File: src/rtl/core/nllfp_pkg.sv
package nllfp_pkg;

    localparam int FRACTION_DIGITS_DEF = 4;
    localparam int WHOLE_DIGITS_DEF    = 6;

    localparam int WHOLE_W = 20;
    localparam int FRAC_W  = 14;
    localparam int CHAR_W  = 8;

    localparam logic [CHAR_W-1:0] CHAR_ZERO  = 8'h30;
    localparam logic [CHAR_W-1:0] CHAR_NINE  = 8'h39;
    localparam logic [CHAR_W-1:0] CHAR_POINT = 8'h2e;
    localparam logic [CHAR_W-1:0] CHAR_COMMA = 8'h2c;

    typedef enum logic [2:0] {
        PH_IDLE,
        PH_LAT_WHOLE,
        PH_LAT_FRAC,
        PH_LAT_DIR,
        PH_LAT_SEP,
        PH_LON_WHOLE,
        PH_LON_FRAC,
        PH_LON_DIR
    } phase_t;

    // one byte handed from the input stage to the parser
    typedef struct packed {
        logic              fire;
        logic              start_req;
        logic [CHAR_W-1:0] data_byte;
    } step_t;

    typedef struct packed {
        logic               format_error;
        logic [CHAR_W-1:0]  lon_hemisphere;
        logic [FRAC_W-1:0]  lon_fraction;
        logic [WHOLE_W-1:0] lon_whole;
        logic [CHAR_W-1:0]  lat_hemisphere;
        logic [FRAC_W-1:0]  lat_fraction;
        logic [WHOLE_W-1:0] lat_whole;
    } result_t;

    // elaboration-time power of ten
    function automatic logic [63:0] pow10(input int n);
        logic [63:0] v;
        v = 64'd1;
        for (int i = 0; i < n; i++) begin
            v = v * 64'd10;
        end
        return v;
    endfunction

endpackage

File: src/rtl/core/nllfp_core.sv
module nllfp_core #(
    parameter int FRACTION_DIGITS = nllfp_pkg::FRACTION_DIGITS_DEF,
    parameter int WHOLE_DIGITS    = nllfp_pkg::WHOLE_DIGITS_DEF
) (
    input  logic                aclk,
    input  logic                aresetn,
    input  nllfp_pkg::step_t    step,
    output logic                emit,
    output nllfp_pkg::result_t  result
);

    localparam int WW = $clog2(nllfp_pkg::pow10(WHOLE_DIGITS));
    localparam int FW = $clog2(nllfp_pkg::pow10(FRACTION_DIGITS));
    localparam int CW = $clog2(FRACTION_DIGITS + 1);
    localparam logic [WW-1:0] WHOLE_LIMIT = WW'(nllfp_pkg::pow10(WHOLE_DIGITS) - 64'd1);

    nllfp_pkg::phase_t phase_reg, phase_next;
    logic [WW-1:0] lat_whole_reg, lat_whole_next;
    logic [WW-1:0] lon_whole_reg, lon_whole_next;
    logic [FW-1:0] lat_frac_reg, lat_frac_next;
    logic [FW-1:0] lon_frac_reg, lon_frac_next;
    logic [nllfp_pkg::CHAR_W-1:0] lat_dir_reg, lat_dir_next;
    logic [CW-1:0] count_reg, count_next;
    logic          error_reg, error_next;

    // values seen by this byte after an optional restart
    nllfp_pkg::phase_t ph;
    logic [WW-1:0] lat_whole_cur, lon_whole_cur, whole_src, whole_new;
    logic [FW-1:0] lat_frac_cur, lon_frac_cur, frac_src, frac_new, frac_weight;
    logic [nllfp_pkg::CHAR_W-1:0] lat_dir_cur;
    logic [CW-1:0] count_cur;
    logic          error_cur;
    logic          is_digit;
    logic [3:0]    digit;
    logic [WW+3:0] whole_ext, whole_sum;
    logic          whole_sat;
    logic          frac_take;

    assign ph            = step.start_req ? nllfp_pkg::PH_LAT_WHOLE : phase_reg;
    assign lat_whole_cur = step.start_req ? '0 : lat_whole_reg;
    assign lon_whole_cur = step.start_req ? '0 : lon_whole_reg;
    assign lat_frac_cur  = step.start_req ? '0 : lat_frac_reg;
    assign lon_frac_cur  = step.start_req ? '0 : lon_frac_reg;
    assign lat_dir_cur   = step.start_req ? '0 : lat_dir_reg;
    assign count_cur     = step.start_req ? '0 : count_reg;
    assign error_cur     = step.start_req ? 1'b0 : error_reg;

    assign is_digit = (step.data_byte >= nllfp_pkg::CHAR_ZERO)
                   && (step.data_byte <= nllfp_pkg::CHAR_NINE);
    assign digit    = step.data_byte[3:0];

    // shared whole-part unit: acc * 10 + digit, saturated
    assign whole_src = (ph == nllfp_pkg::PH_LON_WHOLE) ? lon_whole_cur : lat_whole_cur;
    assign whole_ext = (WW+4)'(whole_src);
    assign whole_sum = (whole_ext << 3) + (whole_ext << 1) + (WW+4)'(digit);
    assign whole_sat = whole_sum > (WW+4)'(WHOLE_LIMIT);
    assign whole_new = whole_sat ? WHOLE_LIMIT : whole_sum[WW-1:0];

    // shared fraction unit: add digit at its decimal place
    always_comb begin
        frac_weight = '0;
        for (int i = 0; i < FRACTION_DIGITS; i++) begin
            if (count_cur == CW'(i)) begin
                frac_weight = FW'(nllfp_pkg::pow10(FRACTION_DIGITS - 1 - i));
            end
        end
    end

    assign frac_take = count_cur < CW'(FRACTION_DIGITS);
    assign frac_src  = (ph == nllfp_pkg::PH_LON_FRAC) ? lon_frac_cur : lat_frac_cur;
    assign frac_new  = frac_src + FW'(FW'(digit) * frac_weight);

    assign emit = (ph == nllfp_pkg::PH_LON_DIR);

    always_comb begin
        phase_next     = ph;
        lat_whole_next = lat_whole_cur;
        lon_whole_next = lon_whole_cur;
        lat_frac_next  = lat_frac_cur;
        lon_frac_next  = lon_frac_cur;
        lat_dir_next   = lat_dir_cur;
        count_next     = count_cur;
        error_next     = error_cur;
        unique case (ph)
            nllfp_pkg::PH_LAT_WHOLE,
            nllfp_pkg::PH_LON_WHOLE: begin
                if (step.data_byte == nllfp_pkg::CHAR_POINT) begin
                    count_next = '0;
                    phase_next = (ph == nllfp_pkg::PH_LAT_WHOLE) ? nllfp_pkg::PH_LAT_FRAC
                                                                 : nllfp_pkg::PH_LON_FRAC;
                end else if (!is_digit) begin
                    error_next = 1'b1;
                end else begin
                    if (whole_sat) begin
                        error_next = 1'b1;
                    end
                    if (ph == nllfp_pkg::PH_LAT_WHOLE) begin
                        lat_whole_next = whole_new;
                    end else begin
                        lon_whole_next = whole_new;
                    end
                end
            end
            nllfp_pkg::PH_LAT_FRAC,
            nllfp_pkg::PH_LON_FRAC: begin
                if (step.data_byte == nllfp_pkg::CHAR_COMMA) begin
                    phase_next = (ph == nllfp_pkg::PH_LAT_FRAC) ? nllfp_pkg::PH_LAT_DIR
                                                                : nllfp_pkg::PH_LON_DIR;
                end else if (!is_digit) begin
                    error_next = 1'b1;
                end else if (frac_take) begin
                    count_next = count_cur + CW'(1);
                    if (ph == nllfp_pkg::PH_LAT_FRAC) begin
                        lat_frac_next = frac_new;
                    end else begin
                        lon_frac_next = frac_new;
                    end
                end
            end
            nllfp_pkg::PH_LAT_DIR: begin
                lat_dir_next = step.data_byte;
                phase_next   = nllfp_pkg::PH_LAT_SEP;
            end
            nllfp_pkg::PH_LAT_SEP: begin
                phase_next = nllfp_pkg::PH_LON_WHOLE;
            end
            nllfp_pkg::PH_LON_DIR: begin
                phase_next = nllfp_pkg::PH_IDLE;
            end
            default: begin
                phase_next = nllfp_pkg::PH_IDLE;
            end
        endcase
    end

    always_comb begin
        result.lat_whole      = nllfp_pkg::WHOLE_W'(lat_whole_cur);
        result.lat_fraction   = nllfp_pkg::FRAC_W'(lat_frac_cur);
        result.lat_hemisphere = lat_dir_cur;
        result.lon_whole      = nllfp_pkg::WHOLE_W'(lon_whole_cur);
        result.lon_fraction   = nllfp_pkg::FRAC_W'(lon_frac_cur);
        result.lon_hemisphere = step.data_byte;
        result.format_error   = error_cur;
    end

    always_ff @(posedge aclk) begin
        if (!aresetn) begin
            phase_reg     <= nllfp_pkg::PH_IDLE;
            lat_whole_reg <= '0;
            lon_whole_reg <= '0;
            lat_frac_reg  <= '0;
            lon_frac_reg  <= '0;
            lat_dir_reg   <= '0;
            count_reg     <= '0;
            error_reg     <= 1'b0;
        end else if (step.fire) begin
            phase_reg     <= phase_next;
            lat_whole_reg <= lat_whole_next;
            lon_whole_reg <= lon_whole_next;
            lat_frac_reg  <= lat_frac_next;
            lon_frac_reg  <= lon_frac_next;
            lat_dir_reg   <= lat_dir_next;
            count_reg     <= count_next;
            error_reg     <= error_next;
        end
    end

endmodule

File: src/rtl/core/nmea_lat_long_field_parser.sv
// parses the coordinate text "ddmm.mmmm,N,dddmm.mmmm,W" one ascii character per beat
// slave channel: s_tdata carries the character, s_tuser high marks the first
// character of the latitude field and restarts the parse from any point
// master channel: one beat per coordinate pair, sent on the longitude direction
// character; m_tdata holds latitude and longitude whole parts, fractions in
// units of 10^-FRACTION_DIGITS and both direction characters, m_tuser flags a
// non-digit character in a number field or a whole part clipped at 10^WHOLE_DIGITS-1
// throughput: one character per cycle except under the stall below; the
// per-character update is a multiply-by-ten add or a weighted fraction add
// between the input register and the parser state; a direction character
// passes the input register, then its result beat is held in the result register
// reset: the parser goes idle and ignores characters until a start beat;
// both channel registers are emptied
// stall: a held result beat keeps ready low only when the next character would
// produce another result; all other characters keep flowing at full rate
module nmea_lat_long_field_parser #(
    parameter int FRACTION_DIGITS = nllfp_pkg::FRACTION_DIGITS_DEF,
    parameter int WHOLE_DIGITS    = nllfp_pkg::WHOLE_DIGITS_DEF
) (
    input  logic        aclk,
    input  logic        aresetn,
    input  logic        s_tvalid,
    output logic        s_tready,
    input  logic [7:0]  s_tdata,   // [7:0] data_byte
    input  logic        s_tuser,   // [0] start_req
    output logic        m_tvalid,
    input  logic        m_tready,
    output logic [87:0] m_tdata,   // [19:0] lat_whole, [33:20] lat_fraction,
                                   // [41:34] lat_hemisphere, [61:42] lon_whole,
                                   // [75:62] lon_fraction, [83:76] lon_hemisphere,
                                   // [87:84] zero
    output logic        m_tuser    // [0] format_error
);

    logic                          in_valid_reg;
    logic [nllfp_pkg::CHAR_W-1:0]  in_byte_reg;
    logic                          in_start_reg;
    logic                          out_valid_reg, out_valid_next;
    nllfp_pkg::result_t            out_reg;

    nllfp_pkg::step_t   step;
    nllfp_pkg::result_t result;
    logic               emit;
    logic               fire;
    logic               out_free;

    assign out_free = !out_valid_reg || m_tready;
    assign fire     = in_valid_reg && (!emit || out_free);
    assign s_tready = !in_valid_reg || fire;

    assign step.fire      = fire;
    assign step.start_req = in_start_reg;
    assign step.data_byte = in_byte_reg;

    nllfp_core #(
        .FRACTION_DIGITS (FRACTION_DIGITS),
        .WHOLE_DIGITS    (WHOLE_DIGITS)
    ) u_core (
        .aclk    (aclk),
        .aresetn (aresetn),
        .step    (step),
        .emit    (emit),
        .result  (result)
    );

    always_ff @(posedge aclk) begin
        if (!aresetn) begin
            in_valid_reg <= 1'b0;
        end else if (s_tready) begin
            in_valid_reg <= s_tvalid;
        end
    end

    always_ff @(posedge aclk) begin
        if (s_tready && s_tvalid) begin
            in_byte_reg  <= s_tdata;
            in_start_reg <= s_tuser;
        end
    end

    always_comb begin
        out_valid_next = out_valid_reg && !m_tready;
        if (fire && emit) begin
            out_valid_next = 1'b1;
        end
    end

    always_ff @(posedge aclk) begin
        if (!aresetn) begin
            out_valid_reg <= 1'b0;
        end else begin
            out_valid_reg <= out_valid_next;
        end
    end

    always_ff @(posedge aclk) begin
        if (fire && emit) begin
            out_reg <= result;
        end
    end

    assign m_tvalid = out_valid_reg;
    assign m_tuser  = out_reg.format_error;
    assign m_tdata  = {4'b0000,
                       out_reg.lon_hemisphere,
                       out_reg.lon_fraction,
                       out_reg.lon_whole,
                       out_reg.lat_hemisphere,
                       out_reg.lat_fraction,
                       out_reg.lat_whole};

endmodule

File: config.mk
export PLATFORM = sky130hd
export DESIGN_NAME = nmea_lat_long_field_parser
export DESIGN_NICKNAME = d
export VERILOG_FILES = /design/src/rtl/core/nllfp_pkg.sv /design/src/rtl/core/nllfp_core.sv /design/src/rtl/core/nmea_lat_long_field_parser.sv
export SDC_FILE = /design/constraint.sdc
export NUM_CORES = 1
export LEC_CHECK = 0
export CAP_MARGIN = 20
export CORE_UTILIZATION = 64
export CTS_CLUSTER_DIAMETER = 200
export DETAILED_ROUTE_END_ITERATION = 8
export DONT_BUFFER_PORTS = 1
export GPL_ROUTABILITY_DRIVEN = 0
export PLACE_DENSITY = 0.78
export SLEW_MARGIN = 5
export SYNTH_ARGS = -nofsm -noshare
export SYNTH_HDL_FRONTEND = slang
export SYNTH_SLANG_ARGS = --single-unit
File: constraint.sdc
create_clock -name aclk -period 6.7 [get_ports aclk]
set_input_delay 1.005 -clock aclk [delete_from_list [all_inputs] [get_ports aclk]]
set_output_delay 1.005 -clock aclk [all_outputs]
set_load 0.01 [all_outputs]
# After elaboration in Yosys (flattened, before gate mapping)
# Index checks and enable logic that the tools add are counted.
[totals]
elab_cells = 106
input_bits = 13
register_bits = 179
[op_classes]
n_addsub = 4
n_mux = 51
n_reduce_logical = 15
multipliers = 1
magnitude_cmp = 4
n_eq_ne = 12
[ops]
columns = ["operator", "n"]
rows = [
  ["$mux W20", 12],
  ["$mux W14", 16],
  ["$mux W3", 10],
  ["$add A23 B21 Y24", 1],
  ["$add A24 B4 Y24", 1],
  ["$gt A24 B20 Y1 const B", 1],
  ["$eq A8 B6 Y1 const B", 2],
  ["$mux W8", 2],
  ["$add A14 B14 Y14", 1],
  ["$mul A4 B14 Y14", 1],
  ["$eq A3 B2 Y1 const B", 4],
  ["$eq A3 B3 Y1 const B", 4],
  ["$pmux W3 S4", 1],
  ["$mux W10", 1],
  ["$ge A8 B6 Y1 const B", 1],
  ["$le A8 B6 Y1 const B", 1],
  ["$mux W1", 7],
  ["$eq A3 B1 Y1 const B", 2],
  ["$pmux W3 S2", 1],
  ["$logic_and A1 B1 Y1", 5],
  ["$logic_not A1 Y1", 4],
  ["$reduce_or A2 Y1", 2],
  ["$add A3 B1 Y3 const B", 1],
  ["$logic_not A3 Y1", 1],
  ["other kinds (3)", 5],
]

# Longest topological paths before layout
# Gate-level depths: netlist of the first run.
[depth]
ltp_word = 13
ltp_mapped = 24
ltp_nobuf = 21

# By module
# A second synthesis of the first run with hierarchy kept.
[hier_totals]
hier_cells = 1125
hier_area_um2 = 10945.5
[modules_own_cells]
columns = ["mod", "instances", "cells_each", "area_per_inst_um2"]
rows = [
  ["nllfp_core", 1, 1014, 7972.6],
  ["nmea_lat_long_field_parser", 1, 111, 2972.9],
]

# Least setup slack after synthesis of the first run
# Ideal clock, no wire load.
[synth_timing]
path_kind = "reg-to-reg"
from = "register in_start_reg"
to = "register u_core.lon_whole_reg[5]"
synth_period_minus_slack_ns = 5.636
n_path_buf = 5
arrival_time_ns = 5.519
path_stages_with_launch = 23
slack_ns = 1.064
cell_sequence = "edfxtp_1 clkbuf_1 nor2_1 inv_1 ha_1 clkbuf_1 and2_1 clkbuf_1 clkbuf_1 mux2i_1 fa_1 fa_1 nor2b_1 a311oi_1 a211o_1 o31a_1 a41oi_2 o211ai_2 nor2_2 a21boi_2 buf_4 nand3_1 a32o_1"
[synth_between]
elab_chain_cells = 11
elab_cells_between_ends = 19
cone_classes = "2 x add/sub; 1 x order compare; 3 x eq/ne; 9 x mux; 4 x reduce/logical"
[synth_lines]
columns = ["element", "line_no", "rtl"]
rows = [
  ["from (decl)", "nmea_lat_long_field_parser.sv:37", "logic in_start_reg;"],
  ["from (signal assigned)", "nmea_lat_long_field_parser.sv:77", "in_start_reg <= s_tuser;"],
  ["$mux W3", "nllfp_core.sv:39", "assign ph = step.start_req ? nllfp_pkg::PH_LAT_WHOLE : phase_reg;"],
  ["$eq A3 B3 Y1", "nllfp_core.sv:53, nllfp_core.sv:84", ""],
  ["$mux W20", "nllfp_core.sv:53", "assign whole_src = (ph == nllfp_pkg::PH_LON_WHOLE) ? lon_whole_cur : lat_whole_cur;"],
  ["$add A23 B21 Y24", "nllfp_core.sv:55", "assign whole_sum = (whole_ext << 3) + (whole_ext << 1) + (WW+4)'(digit);"],
  ["$add A24 B4 Y24", "nllfp_core.sv:55", ""],
  ["$gt A24 B20 Y1", "nllfp_core.sv:56", "assign whole_sat = whole_sum > (WW+4)'(WHOLE_LIMIT);"],
  ["$mux W20", "nllfp_core.sv:57", "assign whole_new = whole_sat ? WHOLE_LIMIT : whole_sum[WW-1:0];"],
  ["$mux W20", "nllfp_core.sv:97", "if (ph == nllfp_pkg::PH_LAT_WHOLE) begin"],
  ["$mux W20", "nllfp_core.sv:91", "end else if (!is_digit) begin"],
  ["$mux W20", "nllfp_core.sv:87", "if (step.data_byte == nllfp_pkg::CHAR_POINT) begin"],
  ["$mux W20", "nllfp_core.sv:84", "unique case (ph)"],
  ["to (signal assigned)", "nllfp_core.sv:159", "lon_whole_reg <= lon_whole_next;"],
  ["to (decl)", "nllfp_core.sv:19", "logic [WW-1:0] lon_whole_reg, lon_whole_next;"],
]
# Parallel ways exist; a longest one is shown, timed or not.
# A chain may end at the register's enable or synchronous reset.

# Worst setup path in the final report of the first run
[layout_timing]
from = "register in_start_reg"
to = "register u_core.lon_whole_reg[14]"
# Same word-level chain as after synthesis.

==> results of run 1 <==
[metrics by stage]
stage               total power [mW]  setup slack [ns]  area [um^2]
CTS                             2.45             0.856        10900
finish                          2.44             0.815        10900
detailed placement              1.45             0.931        10300
global placement                1.44              1.14        10300
global route                    2.52             0.431        10900
floorplan                       1.40              1.06        10200
[cell usage in the layout, fill, tap and decap left out, types with 25 or more instances in the layout]
| cell type | count |
|---|---|
| nor2_1 | 73 |
| edfxtp_1 | 94 |
| mux2_2 | 25 |
| nand2_1 | 57 |
| ha_1 | 73 |
| a22oi_1 | 35 |
| a21oi_1 | 40 |
| nor2b_1 | 93 |
| inv_1 | 62 |
| fa_1 | 26 |
| o21ai_0 | 35 |
| dfxtp_1 | 85 |
[worst max-delay path, stage by stage (launching register included)]
cell	delay [ns]
edfxtp_1	0.54
nor2_1	0.16
inv_1	0.13
ha_1	0.35
and2_1	0.52
mux2_2	0.41
inv_1	0.08
fa_1	0.46
fa_1	0.50
nor2b_1	0.18
a311oi_1	0.11
a211o_1	0.38
o31a_1	0.39
a41oi_2	0.21
o211ai_2	0.14
nor2_2	0.21
a21boi_2	0.31
buf_4	0.33
nand2b_1	0.11
a22o_1	0.23
[path summary, 6_finish.rpt]
path | start | to | slack (ns) | depth (start not counted)
worst max register to register | in_start_reg | u_core.lon_whole_reg[14] | 0.82 | 19
worst min register to register | u_core.lat_whole_reg[5] | u_core.lat_whole_reg[5] | 0.45 | 1
worst min-delay path | u_core.lat_whole_reg[5] | u_core.lat_whole_reg[5] | 0.45 | 1
worst max-delay path | in_start_reg | u_core.lon_whole_reg[14] | 0.82 | 19
[area by class of cell]
cell class	instances	area, um^2
Multi-Input combinational cell	695	5200
Sequential cell	179	4520
Fill cell	1115	4450
Clock buffer	17	425
Tap cell	211	264
Inverter	62	233
Clock inverter	15	170
Timing Repair Buffer	11	103
[synth_stat cells, drive strengths merged (3+ instances only)]
cell type	instances
a32o	8
nand3	23
dfxtp	85
o211ai	4
or3	4
o21bai	4
a211oi	4
a21boi	6
and2	15
a32oi	7
clkbuf	43
inv	62
and3	15
a31oi	8
a21oi	40
mux2	25
xor2	8
nand2	57
edfxtp	94
o21a	8
o21ai	40
buf	9
a22oi	35
ha	73
mux2i	11
o22ai	3
nand2b	12
fa	26
nand4	4
nor2b	93
nor3	15
a21o	14
xnor2	18
nor2	74
a22o	10
[metal layers]
metal	up-vias	part of all wire (%)	GRT usage, %
li1	3450	-	-
met1	3405	49	40.9
met2	285	43	39.8
met3	33	6.8	4.80
met4	0	1.9	9.27
met5	-	0	0
[logic make-up (layout without fill, tap and decap cells)]
family	after synthesis	count (layout)
compound gates	210	210
simple gates	320	320
xor+xnor	26	26
mux	36	36
buf+inv	114	105
fa+ha+maj	99	99
flops	179	179
other cells	1	4
[where the power goes]
part / switching [mW] / internal, mW
combinational: 0.168 / 0.103
clock: 0.471 / 0.532
sequential: 0.0121 / 1.15
total: 0.651 / 1.78
==> results.sh, run 1 <==
export IMPL_synth_warning_count=0
export IMPL_die_area_um2=16400
export IMPL_ys_types=72
export IMPL_hold_class="reg2reg"
export IMPL_ys_seq_elements=179
export IMPL_yosysSeqAreaShare_pct=44.5
export IMPL_grt_ovfl_total=0
export IMPL_place_inst=1156
export IMPL_wl_per_cell_um=18.1
export IMPL_timing_hold_ws_ns=0.448
export IMPL_synthFlopType="edfxtp_1"
export IMPL_grt_use_total_pct=27.3
export IMPL_grt_pass1_wl_um=34500
export IMPL_drt_vias_per_instance=6.03
export IMPL_vias=7173
export IMPL_setup_tns_final_ns=0
export IMPL_totalWireLength_um=21500
export IMPL_path_max_fanout=25
export IMPL_cts_clk_slew_worst_paths_ns=0.07
export IMPL_io_buffers=0
export IMPL_timing_fmax_mhz=170
export IMPL_crit_arrival_ns=6.21
export IMPL_slew_viol_final=0
export IMPL_p_leak_nw=4.36
export IMPL_start_util_pct=66.1
export IMPL_worstSetupEndpointType="register"
export IMPL_avgSynthCellArea_um2=10.3
export IMPL_finClkSkew_ns=0.0178
export IMPL_synth_fa_ha_area_share_pct=14.1
export IMPL_cts_sinks=179
export IMPL_netlist_top_cells_area="edfxtp_1, dfxtp_1, ha_1"
export IMPL_min_period_over_period_pct=87.8
export IMPL_synth_compound_area_share_pct=14.6
export IMPL_antenna_found_initial=0
export IMPL_synth_top_family_by_area="simple AND/OR/NAND/NOR gates"
export IMPL_irDropWorstVdd_mv=0.191
export IMPL_synth_xor_area_share_pct=2.24
export IMPL_fp_dieW_um=128
export IMPL_grt_setup_unrepaired="false"
export IMPL_dr_first_iter_drc_count=580
export IMPL_cts_setup_buffers=0
export IMPL_pwr_density_cell_nw_per_um2=223
export IMPL_core_um2=15400
export IMPL_min_period_ns=5.88
export IMPL_status="finished, final reports clean"
export IMPL_syn2layout_area_growth_pct=7.37
export IMPL_cts_buffers=17
export IMPL_synth_simple_area_share_pct=16.2
export IMPL_cts_root_buf="clkbuf_16"
export IMPL_layoutNonFillerInstCount=1190
export IMPL_num_rows=45
export IMPL_htree_levels=4
export IMPL_io_pins=104
export IMPL_synth_top_cell_area_share_pct=27.8
export IMPL_clkLatencyLatePin_ns=0.44
export IMPL_n_antenna_cell=0
export IMPL_cts_tree="done"
export IMPL_syn_area_um2=10200
export IMPL_drt_pre_antenna_iters=5
export IMPL_async_reset_ff_share_pct=0
export IMPL_max_cap_viol_count=0
export IMPL_synth_edf_count=94
export IMPL_synth_top_area_cell="edfxtp_1"
export IMPL_hold_viol=0
export IMPL_drive_gt1_share_pct=8.68
export IMPL_synth_mux_area_share_pct=3.85
export IMPL_fin_util_pct=71.0
export IMPL_worst_slew_pin_slew_ns=1.19
export IMPL_drc=0
export IMPL_chipHeight_um=128
export IMPL_cts_repair_resized=0
export IMPL_grt_start_max_net_pins=87
export IMPL_cp_required_ns=7.02
export IMPL_setup_viol=0
export IMPL_crit_type="reg2reg"
export IMPL_largest_reg_flops=84
export IMPL_grt_pass1_vias=6686
export IMPL_dp_hpwl_um=14800
export IMPL_relSlewSlack_pct=20.3
export IMPL_syn_inst=985
export IMPL_clock_path_buffers=2
export IMPL_final_nets=1078
export IMPL_critical_path_startpoint_type="register"
export IMPL_cts_hold_buf=0
export IMPL_ant_nets=0
(Power assumes the default switching activity.)
==> run 2, diff against run 1 <==
--- a/config.mk
+++ b/config.mk
@@ -6,6 +6,7 @@
 export NUM_CORES = 1
 export LEC_CHECK = 0
 export CAP_MARGIN = 20
+export CORE_ASPECT_RATIO = 0.8
 export CORE_UTILIZATION = 64
 export CTS_CLUSTER_DIAMETER = 200
 export DETAILED_ROUTE_END_ITERATION = 8
==> results.sh, run 2 (same netlist as run 1, synthesis figures left out) <==
export IMPL_io_pins=104
export IMPL_syn2layout_area_growth_pct=7.69
export IMPL_mostFrequentLayoutCells="edfxtp_1, nor2b_1, dfxtp_1"
export IMPL_cts_sinks=179
export IMPL_relSlewSlack_pct=38.2
export IMPL_worstSetupStartpoint="in_start_reg"
export IMPL_htree_levels=4
export IMPL_max_stage_delay_ns=0.49
export IMPL_io_buffers=0
export IMPL_postPlaceCellArea_um2=10300
export IMPL_ant_nets=0
export IMPL_hold_viol=0
export IMPL_vias=7341
export IMPL_crit_arrival_ns=6.23
export IMPL_core_um2=15300
export IMPL_final_cell_area_um2=10900
export IMPL_cts_root_buf="clkbuf_16"
export IMPL_drt_vias_per_instance=6.16
export IMPL_finClkSkew_ns=0.00749
export IMPL_cp_slowest_cell="edfxtp_1"
export IMPL_cts_tree="done"
export IMPL_final_nets=1081
export IMPL_post_place_ws_ns=0.868
export IMPL_wl_per_cell_um=19.4
export IMPL_drc=0
export IMPL_irDropWorstVdd_mv=0.172
export IMPL_drive_gt1_share_pct=8.86
export IMPL_path_buf_inv=4
export IMPL_pwr_density_cell_nw_per_um2=225
export IMPL_dr_first_iter_drc_count=970
export IMPL_setup_viol=0
export IMPL_chipHeight_um=115
export IMPL_cts_clk_slew_worst_paths_ns=0.07
export IMPL_p_leak_nw=4.38
export IMPL_max_cap_viol_count=0
export IMPL_dp_hpwl_um=16400
export IMPL_crit_path_end="u_core.lon_whole_reg[14]"
export IMPL_grt_use_total_pct=29.4
export IMPL_cts_setup_buffers=0
export IMPL_fin_util_pct=71.7
export IMPL_min_period_over_period_pct=88.1
export IMPL_path_depth=20
export IMPL_cts_hold_buf=0
export IMPL_worstSetupEndpointType="register"
export IMPL_setup_tns_final_ns=0
export IMPL_die_area_um2=16400
export IMPL_r2r_slack_ns=0.80
export IMPL_slew_viol_final=0
export IMPL_clkLatencyLatePin_ns=0.43
export IMPL_worst_slew_pin_slew_ns=0.927
export IMPL_crit_type="reg2reg"
export IMPL_fp_dieW_um=143
export IMPL_drt_pre_antenna_iters=5
export IMPL_r2r_cells=20
export IMPL_timing_fmax_mhz=169
export IMPL_timing_hold_ws_ns=0.453
export IMPL_path_max_fanout=19
export IMPL_critical_path_startpoint_type="register"
export IMPL_n_antenna_cell=0
export IMPL_hold_class="reg2reg"
export IMPL_grt_setup_unrepaired="false"
export IMPL_status="finished, final reports clean"
export IMPL_grt_start_max_net_pins=87
export IMPL_largest_reg_flops=84
export IMPL_totalWireLength_um=23100
export IMPL_crit_family="compound AO/OA/AOI/OAI gates"
export IMPL_fill_cells=1135
export IMPL_min_period_ns=5.90
export IMPL_r2r_start="in_start_reg"
export IMPL_grt_ovfl_total=0
export IMPL_clock_path_buffers=2
export IMPL_mostFrequentLayoutCell="edfxtp_1"
export IMPL_grt_pass1_vias=6701
export IMPL_cts_repair_resized=0
export IMPL_worst_slack_ns=0.798
export IMPL_start_util_pct=66.6
export IMPL_grt_pass1_wl_um=36300
export IMPL_antenna_found_initial=0
export IMPL_cp_required_ns=7.03
export IMPL_cts_buffers=17
export IMPL_r2r_end="u_core.lon_whole_reg[14]"
export IMPL_num_rows=40
export IMPL_path_cells="nor2_1 -> inv_1 -> ha_1 -> buf_4 -> and2_1 -> mux2_2 -> inv_1 -> fa_1 -> fa_1 -> nor2b_1 -> a311oi_1 -> a211o_1 -> o31a_1 -> a41oi_2 -> o211ai_2 -> nor2_2 -> a21boi_2 -> buf_4 -> nand2b_1 -> a22o_1"
## run 2: worst min-delay path by stage
| stage | startpoint | end | slack [ns] | cells after the start |
|---|---|---|---|---|
| after floorplan | u_core.lat_whole_reg[17] | u_core.lat_whole_reg[17] | 0.42 | 2 |
| final | u_core.lat_whole_reg[5] | u_core.lat_whole_reg[5] | 0.45 | 1 |
| after global placement | u_core.lat_whole_reg[5] | u_core.lat_whole_reg[5] | 0.43 | 1 |
| after global routing | u_core.lat_whole_reg[18] | u_core.lat_whole_reg[18] | 0.48 | 1 |
| after CTS | u_core.lat_whole_reg[5] | u_core.lat_whole_reg[5] | 0.45 | 1 |
| after detailed placement | u_core.lat_whole_reg[5] | u_core.lat_whole_reg[5] | 0.44 | 1 |
## run 2: report_power, final
part / switching, mW / total (mW) / internal [mW]
clock network: 0.453 / 1.03 / 0.573
registers: 0.0125 / 1.16 / 1.15
logic: 0.176 / 0.279 / 0.104
total: 0.641 / 2.47 / 1.83
## run 2: per-stage QoR
stage / total power [mW] / std cells
detailed placement: 1.46 / 1157
global route: 2.55 / 1192
global placement: 1.45 / 1157
CTS: 2.47 / 1189
floorplan: 1.40 / 988
finish: 2.47 / 1192
## run 2: final cells by class
cell class                 instances  area (um^2)  area share (%)
multi-input combinational        695         5200            47.5
inverter                          62          233            2.13
clock buffer                      19          443            4.05
tap                              210          263            2.40
timing repair buffer              14          129            1.18
sequential                       179         4520            41.3
clock inverter                    13          160            1.46
## run 2: per-layer routing
metal	wire length (um)	GRT usage [%]	vias up	share of wire [%]
li1	-	-	3454	-
met1	11100	45.4	3480	48
met2	9320	40.1	381	40
met3	2350	8.00	26	10
met4	250	7.53	0	1.1
met5	0	0	-	0
